## config.mk

```make
export PLATFORM = sky130hd
export DESIGN_NAME = netstring_deframer
export DESIGN_NICKNAME = d
export VERILOG_FILES = /design/src/sv/ns_pkg.sv /design/src/sv/ns_front.sv /design/src/sv/ns_queue.sv /design/src/sv/ns_back.sv /design/src/sv/netstring_deframer.sv
export SDC_FILE = /design/constraint.sdc
export NUM_CORES = 1
export LEC_CHECK = 0
export BUFFER_PORTS_ARGS = -buffer_cell sky130_fd_sc_hd__clkbuf_2
export CORE_MARGIN = 2
export CORE_UTILIZATION = 40
export DETAILED_ROUTE_END_ITERATION = 10
export MAX_ROUTING_LAYER = met4
export PLACE_DENSITY_LB_ADDON = 0.2
export SYNTH_ARGS = -nofsm -noshare
export SYNTH_HDL_FRONTEND = slang
export SYNTH_SLANG_ARGS = --single-unit
```

## constraint.sdc

```tcl
create_clock -name i_clk -period 7.2 [get_ports i_clk]
set_input_delay 0.36 -clock i_clk [delete_from_list [all_inputs] [get_ports i_clk]]
set_output_delay 0.36 -clock i_clk [all_outputs]
set_load 0.05 [all_outputs]
```

## src/sv/ns_pkg.sv

```systemverilog
`default_nettype none

package ns_pkg;

    // Framing limits
    localparam int MAX_DIGITS = 9;
    localparam int LEN_W      = 30;
    localparam int CNT_W      = 4;

    // Depth of the queue between classifier and sequencer
    localparam int Q_DEPTH = 2;
    localparam int Q_AW    = (Q_DEPTH > 1) ? $clog2(Q_DEPTH) : 1;

    // Characters of interest
    localparam logic [7:0] CH_ZERO  = 8'h30;
    localparam logic [7:0] CH_NINE  = 8'h39;
    localparam logic [7:0] CH_COLON = 8'h3A;
    localparam logic [7:0] CH_COMMA = 8'h2C;

    // Input request
    typedef struct packed {
        logic [7:0] data_byte;
        logic       end_of_buffer;
    } t_in_item;

    // Result
    typedef struct packed {
        logic             payload_valid;
        logic [7:0]       payload_byte;
        logic             payload_last;
        logic             frame_done;
        logic [LEN_W-1:0] frame_length;
        logic             error_flag;
        logic [2:0]       error_code;
    } t_out_item;

    // Classified byte handed from front to back
    typedef struct packed {
        logic [7:0] data;
        logic       eob;
        logic       is_digit;
        logic       is_zero;
        logic       is_colon;
        logic       is_comma;
        logic [3:0] digit;
    } t_class;

    typedef enum logic [2:0] {
        PH_FIRST,
        PH_DIGITS,
        PH_BODY,
        PH_COMMA,
        PH_DRAIN
    } t_phase;

    typedef enum logic [2:0] {
        ERR_NONE,
        ERR_NO_LENGTH,
        ERR_LEADING_ZERO,
        ERR_TOO_LONG,
        ERR_NO_COLON,
        ERR_NO_COMMA,
        ERR_TOO_SHORT
    } t_err;

endpackage

`default_nettype wire

```

## src/sv/ns_front.sv

```systemverilog
`default_nettype none

module ns_front (
    input  wire logic            i_clk,
    input  wire logic            i_rst_n,
    input  wire logic            i_valid,
    output logic                 o_stall,
    input  ns_pkg::t_in_item     i_item,
    output logic                 o_valid,
    input  wire logic            i_stall,
    output ns_pkg::t_class       o_cls
);
    import ns_pkg::*;

    logic   r_valid;
    t_class r_cls;
    t_class n_cls;

    // Hold while a classified byte waits downstream
    assign o_stall = r_valid & i_stall;
    assign o_valid = r_valid;
    assign o_cls   = r_cls;

    // Byte classification
    always_comb begin
        n_cls.data     = i_item.data_byte;
        n_cls.eob      = i_item.end_of_buffer;
        n_cls.is_digit = (i_item.data_byte >= CH_ZERO) && (i_item.data_byte <= CH_NINE);
        n_cls.is_zero  = (i_item.data_byte == CH_ZERO);
        n_cls.is_colon = (i_item.data_byte == CH_COLON);
        n_cls.is_comma = (i_item.data_byte == CH_COMMA);
        n_cls.digit    = 4'(i_item.data_byte - CH_ZERO);
    end

    always_ff @(posedge i_clk) begin
        if (!i_rst_n) begin
            r_valid <= 1'b0;
        end else if (!o_stall) begin
            r_valid <= i_valid;
        end
    end

    always_ff @(posedge i_clk) begin
        if (i_valid && !o_stall) begin
            r_cls <= n_cls;
        end
    end

endmodule

`default_nettype wire

```

## src/sv/ns_queue.sv

```systemverilog
`default_nettype none

module ns_queue (
    input  wire logic            i_clk,
    input  wire logic            i_rst_n,
    input  wire logic            i_valid,
    output logic                 o_stall,
    input  ns_pkg::t_class       i_cls,
    output logic                 o_valid,
    input  wire logic            i_stall,
    output ns_pkg::t_class       o_cls
);
    import ns_pkg::*;

    t_class            r_mem [Q_DEPTH];
    logic [Q_AW-1:0]   r_wr_ptr;
    logic [Q_AW-1:0]   r_rd_ptr;
    logic [Q_AW:0]     r_count;
    logic              wr_en;
    logic              rd_en;

    assign o_stall = (r_count == (Q_AW+1)'(Q_DEPTH));
    assign o_valid = (r_count != '0);
    assign o_cls   = r_mem[r_rd_ptr];

    assign wr_en = i_valid & ~o_stall;
    assign rd_en = o_valid & ~i_stall;

    // Pointers and fill count
    always_ff @(posedge i_clk) begin
        if (!i_rst_n) begin
            r_wr_ptr <= '0;
            r_rd_ptr <= '0;
            r_count  <= '0;
        end else begin
            if (wr_en) begin
                r_wr_ptr <= (r_wr_ptr == Q_AW'(Q_DEPTH - 1)) ? '0 : r_wr_ptr + 1'b1;
            end
            if (rd_en) begin
                r_rd_ptr <= (r_rd_ptr == Q_AW'(Q_DEPTH - 1)) ? '0 : r_rd_ptr + 1'b1;
            end
            case ({wr_en, rd_en})
                2'b10:   r_count <= r_count + 1'b1;
                2'b01:   r_count <= r_count - 1'b1;
                default: r_count <= r_count;
            endcase
        end
    end

    // Storage
    always_ff @(posedge i_clk) begin
        if (wr_en) begin
            r_mem[r_wr_ptr] <= i_cls;
        end
    end

endmodule

`default_nettype wire

```

## src/sv/ns_back.sv

```systemverilog
`default_nettype none

module ns_back (
    input  wire logic            i_clk,
    input  wire logic            i_rst_n,
    input  wire logic            i_valid,
    output logic                 o_stall,
    input  ns_pkg::t_class       i_cls,
    output logic                 o_valid,
    input  wire logic            i_stall,
    output ns_pkg::t_out_item    o_item
);
    import ns_pkg::*;

    t_phase            r_phase,  n_phase;
    logic [CNT_W-1:0]  r_count,  n_count;
    logic [LEN_W-1:0]  r_len,    n_len;
    logic [LEN_W-1:0]  r_left,   n_left;
    logic              r_fdz,    n_fdz;
    logic              r_valid;
    t_out_item         r_out,    n_out;

    logic              take;
    logic [LEN_W+2:0]  len_x10;
    t_err              err;

    assign o_stall = r_valid & i_stall;
    assign take    = i_valid & ~o_stall;
    assign o_valid = r_valid;
    assign o_item  = r_out;

    // len * 10 + digit as two shifted adds
    assign len_x10 = {r_len, 3'b000} + {2'b00, r_len, 1'b0} + (LEN_W+3)'(i_cls.digit);

    // Frame sequencer: next state and result
    always_comb begin
        n_phase = r_phase;
        n_count = r_count;
        n_len   = r_len;
        n_left  = r_left;
        n_fdz   = r_fdz;
        err     = ERR_NONE;
        n_out   = '0;

        case (r_phase)
            PH_FIRST: begin
                if (i_cls.is_digit) begin
                    n_fdz   = i_cls.is_zero;
                    n_len   = LEN_W'(i_cls.digit);
                    n_count = CNT_W'(1);
                    n_phase = PH_DIGITS;
                end else begin
                    err = ERR_NO_LENGTH;
                end
            end
            PH_DIGITS: begin
                if (i_cls.is_digit) begin
                    if (r_fdz) begin
                        err = ERR_LEADING_ZERO;
                    end else if (r_count >= CNT_W'(MAX_DIGITS)) begin
                        err = ERR_TOO_LONG;
                    end else begin
                        n_len   = len_x10[LEN_W-1:0];
                        n_count = r_count + 1'b1;
                    end
                end else if (i_cls.is_colon) begin
                    n_left  = r_len;
                    n_phase = (r_len == '0) ? PH_COMMA : PH_BODY;
                end else begin
                    err = ERR_NO_COLON;
                end
            end
            PH_BODY: begin
                n_out.payload_valid = 1'b1;
                n_out.payload_byte  = i_cls.data;
                n_out.payload_last  = (r_left <= LEN_W'(1));
                n_left = (r_left == '0) ? '0 : r_left - 1'b1;
                if (n_left == '0) begin
                    n_phase = PH_COMMA;
                end
            end
            PH_COMMA: begin
                if (i_cls.is_comma) begin
                    n_out.frame_done   = 1'b1;
                    n_out.frame_length = r_len;
                    n_phase = PH_FIRST;
                    n_count = '0;
                    n_len   = '0;
                    n_left  = '0;
                    n_fdz   = 1'b0;
                end else begin
                    err = ERR_NO_COMMA;
                end
            end
            default: begin
                // draining after a fault: nothing to report
            end
        endcase

        if (err != ERR_NONE) begin
            n_phase = PH_DRAIN;
        end

        // End of buffer: mid-frame cut reports too_short, then restart
        if (i_cls.eob) begin
            if ((r_phase != PH_DRAIN) && (err == ERR_NONE) && !n_out.frame_done) begin
                err = ERR_TOO_SHORT;
            end
            n_phase = PH_FIRST;
            n_count = '0;
            n_len   = '0;
            n_left  = '0;
            n_fdz   = 1'b0;
        end

        n_out.error_flag = (err != ERR_NONE);
        n_out.error_code = err;
    end

    // State registers
    always_ff @(posedge i_clk) begin
        if (!i_rst_n) begin
            r_phase <= PH_FIRST;
            r_count <= '0;
            r_len   <= '0;
            r_left  <= '0;
            r_fdz   <= 1'b0;
        end else if (take) begin
            r_phase <= n_phase;
            r_count <= n_count;
            r_len   <= n_len;
            r_left  <= n_left;
            r_fdz   <= n_fdz;
        end
    end

    // Output register
    always_ff @(posedge i_clk) begin
        if (!i_rst_n) begin
            r_valid <= 1'b0;
        end else if (!o_stall) begin
            r_valid <= i_valid;
        end
    end

    always_ff @(posedge i_clk) begin
        if (take) begin
            r_out <= n_out;
        end
    end

endmodule

`default_nettype wire

```

## src/sv/netstring_deframer.sv

```systemverilog
// Netstring deframer: splits a byte stream of "digits:payload," frames.
//
// Input channel: one byte per request (data_byte, end_of_buffer) on
// i_valid / o_stall. Output channel: one result per input byte on
// o_valid / i_stall, carrying a body byte with its last mark, a frame
// completion with the declared length, or a fault code. Bytes that are
// dropped after a fault still give a result with every field zero.
//
// A result reaches o_item through the classifier register, which loads
// at the accepting edge, then the two-entry queue and the output
// register of the frame sequencer.
// Throughput is one byte per cycle while the receiver does not stall, set
// by the sequencer, which updates the length, count and phase once per byte.
//
// Reset (synchronous, active low) empties the queue and the pipeline
// and leaves the sequencer awaiting the first length digit.
// When the receiver stalls, the result holds; the queue fills, then the
// classifier holds, and o_stall rises once the queue is full while the
// classifier register still holds a byte.
`default_nettype none

module netstring_deframer (
    input  wire logic            i_clk,
    input  wire logic            i_rst_n,
    input  wire logic            i_valid,
    output logic                 o_stall,
    input  ns_pkg::t_in_item     i_item,
    output logic                 o_valid,
    input  wire logic            i_stall,
    output ns_pkg::t_out_item    o_item
);
    import ns_pkg::*;

    logic   f_valid, f_stall;
    t_class f_cls;
    logic   q_valid, q_stall;
    t_class q_cls;

    // Classifier
    ns_front u_front (
        .i_clk   (i_clk),
        .i_rst_n (i_rst_n),
        .i_valid (i_valid),
        .o_stall (o_stall),
        .i_item  (i_item),
        .o_valid (f_valid),
        .i_stall (f_stall),
        .o_cls   (f_cls)
    );

    // Decoupling queue
    ns_queue u_queue (
        .i_clk   (i_clk),
        .i_rst_n (i_rst_n),
        .i_valid (f_valid),
        .o_stall (f_stall),
        .i_cls   (f_cls),
        .o_valid (q_valid),
        .i_stall (q_stall),
        .o_cls   (q_cls)
    );

    // Frame sequencer
    ns_back u_back (
        .i_clk   (i_clk),
        .i_rst_n (i_rst_n),
        .i_valid (q_valid),
        .o_stall (q_stall),
        .i_cls   (q_cls),
        .o_valid (o_valid),
        .i_stall (i_stall),
        .o_item  (o_item)
    );

    // A frame end never shares a result with a body byte or a fault
    a_one_kind: assert property (@(posedge i_clk) disable iff (!i_rst_n)
        o_valid |-> !(o_item.frame_done && (o_item.payload_valid || o_item.error_flag)))
        else $error("frame end mixed with body byte or fault");

    // Fault flag agrees with its code
    a_err_code: assert property (@(posedge i_clk) disable iff (!i_rst_n)
        o_valid |-> (o_item.error_flag == (o_item.error_code != ERR_NONE)))
        else $error("error flag and error code disagree");

    // Last mark only on a body byte
    a_last: assert property (@(posedge i_clk) disable iff (!i_rst_n)
        (o_valid && o_item.payload_last) |-> o_item.payload_valid)
        else $error("payload_last without payload byte");

    // Queue absorbs a stalled output before the input side is held
    a_stall_lag: assert property (@(posedge i_clk) disable iff (!i_rst_n)
        (o_stall && !$past(o_stall)) |-> $past(o_valid && i_stall))
        else $error("input stalled without a blocked output");

endmodule

`default_nettype wire

```

==> impl_metrics.toml <==
[status]
status = "finished clean"

[yosys]
ys_top_cells_by_area = "edfxtp_1 28%, dfxtp_1 17%, ha_1 8.4%, nor2b_1 3.9%, a22oi_1 3.7%"
synth_warnings = 0
syn-cell-area_mm2 = 0.00897
ys_seq_elements = 159
synth.avg_cell_area_um2 = 9.87
syn_inst = 909
synth_flop_cell = "edfxtp_1"
synth_cell_types = 72
syn_nets = 984
ys_seq_area_frac = 0.449
synth_top_area_cell = "edfxtp_1"
async_flop_share = 0
synth_top_area_frac = 0.281
synth_edf_count = 84

[cts]
clk_pin_slew_worst_paths_ns = 0.07
cts_num_sinks = 159
root_buffer = "clkbuf_16"
htreeDepth = 4
cts_hold_buf = 0
insertion_delay_ns = 0.43
post_cts.repair.setup_buffers = 0
cts_resized = 0
clockBufferDepth = 2
cts_buffers = 17
cts_tree = "yes"

[detailed_routing]
antenna_left = 0
drt_pre_antenna_iters = 5
drt_iter0_drc = 313
drt-vias-per-instance = 5.48
vias = 6826
drt_wl_total_mm = 21.2
drc = 0
wl_per_cell_um = 17.0

[floorplanning]
rows = 54
start_util = 0.410
die-area_mm2 = 0.0236
die_y_um = 154
io_pins = 60
core_mm2 = 0.0219
die_w_um = 154

[grt]
overflow = 0
grt_pass1_vias = 6443
grt_pass1_wl_mm = 34.0
antenna_found_initial = 1
grt_max_degree = 68
track_usage = 0.186

[pwr]
powerDensity_mw_per_mm2 = 325
ir_drop_mv = 0.260
p_leak_nw = 4.18

[sta]
worst_slack_ns = 2.84
fmax_mhz = 229
hold_violations = 0
setup_tns_ns = 0
max_slew_margin = 0.218
fin_skew_ns = 0.00927
rsz0062_at_grt = "false"
tightest_slew_ns = 1.17
setup_viol = 0
slew_violations = 0
fin_crit_sh = 0.605
min_period_ns = 4.36

[worst_hold_path]
hp-class = "in2reg"

[job]
max_cap_viol_count = 0

[critical_path]
cp.required_ns = 7.50
worstPathArrival_ns = 4.66
worstPathCellList = "mux2i_1 > inv_1 > fa_1 > fa_1 > a211oi_1 > o21ai_0 > nand4_1 > nand3_1 > a21oi_1 > o21ai_1 > a311oi_1 > xor2_1 > o21ai_0"
cp_num_buf_inv = 1
cpMaxStageDelayCell = "dfxtp_1"
cp-start-kind = "flip-flop"
critPathMaxStageDelay_ns = 0.86
end_kind = "flip-flop"
crit_type = "reg2reg"
crit_family = "compound AO/OA/AOI/OAI gates"
crit_fanout = 16

[cells_and_area]
drive_gt1_frac = 0.125
nNetsFinal = 1027
final_common_cell = "edfxtp_1"
syn_to_final_growth_pct = 13.3
mostFrequentLayoutCells = "84 x edfxtp_1, 78 x nand2_1, 75 x dfxtp_1"

[placed_design]
dp_hpwl_mm = 14.6
io_buffers = 59
dp_slack_ns = 2.87
gp_congestion = 0.874
layout make-up:
type	count	area, um2
diodes	1	2.50
repair buffers	67	355
clock buffers	17	425
inverters	18	67.6
multi-input cells	689	4720
flip-flops and latches	159	4020
fillers	2075	11700
clock inverters	15	219
well taps	280	350
per-layer routing:
layer	routed length, um	GRT usage	vias up
li1	-	-	3412
met1	10200	0.240	3272
met2	10200	0.302	123
met3	606	0.0304	19
met4	282	0.0542	0
met5	0	-	-
worst reg2reg max path: cells and delay by family, from the launching register on:
kind	cells	cell delay, ns
AO/OA/AOI/OAI	6	1.41
XOR/XNOR	1	0.17
adder cells (fa/ha/maj)	2	1.04
buffers and inverters	1	0.10
flip-flops	1	0.86
multiplexers	1	0.35
AND/OR/NAND/NOR	2	0.29
metrics by stage:
step                power, mW  utilization  area [um2]  hold WS (ns)  instances
floorplan                2.07            -        8970         0.421        909
global placement         2.33        0.435        9520         0.423       1213
detailed placement       2.33        0.435        9520         0.429       1213
CTS                      3.34        0.464       10200        0.0872       1245
global route             3.45        0.464       10200        0.0962       1246
finish                   3.31        0.464       10200         0.104       1246
power breakdown:
| part | total, mW | switching, mW | internal (mW) |
|---|---|---|---|
| logic | 1.06 | 0.809 | 0.251 |
| clock network | 1.00 | 0.407 | 0.594 |
| registers | 1.24 | 0.0852 | 1.16 |
| total | 3.31 | 1.30 | 2.01 |
sequential cells by signal, summed over array words and instances, names as in the netlist, named ones only:
name / cells
u_back.r_fdz: 1
u_queue.r_mem: 26
u_back.r_phase: 3
u_queue.r_wr_ptr: 1
u_queue.r_count: 2
u_front.o_valid: 1
u_back.o_item: 45
u_back.r_left: 30
u_back.r_len: 30
u_front.o_cls: 13
u_queue.r_rd_ptr: 1
u_back.o_valid: 1
u_back.r_count: 4
synth_stat cells (6+ instances only):
| library cell | number |
|---|---|
| and3_1 | 7 |
| dfxtp_1 | 75 |
| nor2_1 | 63 |
| ha_1 | 60 |
| nand2b_1 | 9 |
| nor2b_1 | 56 |
| o21a_1 | 6 |
| o21ai_0 | 39 |
| or3_1 | 9 |
| nand2_1 | 78 |
| and2_1 | 44 |
| inv_1 | 18 |
| mux2i_1 | 14 |
| a22oi_1 | 44 |
| a211oi_1 | 6 |
| nor4_1 | 11 |
| a21oi_1 | 34 |
| nor3_1 | 22 |
| o21ai_1 | 24 |
| xnor2_1 | 26 |
| o21bai_1 | 8 |
| edfxtp_1 | 84 |
| clkbuf_1 | 33 |
| xor2_1 | 24 |
| a21o_1 | 10 |
| nand3_1 | 11 |
| nand4_1 | 10 |
worst paths after layout:
path | start | endpoint | slack [ns] | cells after the start
worst max-delay path | flip-flop | u_back.r_len[26] | 2.84 | 13
worst min-delay path | i_item[0] | u_front.o_cls[8] | 0.10 | 1
worst max register to register | flip-flop | u_back.r_len[26] | 2.84 | 13
worst min register to register | u_front.o_cls[6] | u_queue.r_mem[0][6] | 0.44 | 0
cell families (layout without fill, tap and decap cells):
family | Yosys count | after routing | share of synthesized area
buffers and inverters | 61 | 117 | 0.0269
XOR/XNOR | 50 | 50 | 0.0488
other | 0 | 1 | 0
adder cells (fa/ha/maj) | 62 | 62 | 0.0882
AND/OR/NAND/NOR | 345 | 345 | 0.208
AO/OA/AOI/OAI | 215 | 215 | 0.159
flip-flops | 159 | 159 | 0.449
multiplexers | 17 | 17 | 0.0198
Note: power is estimated with default switching activity, not from simulation.
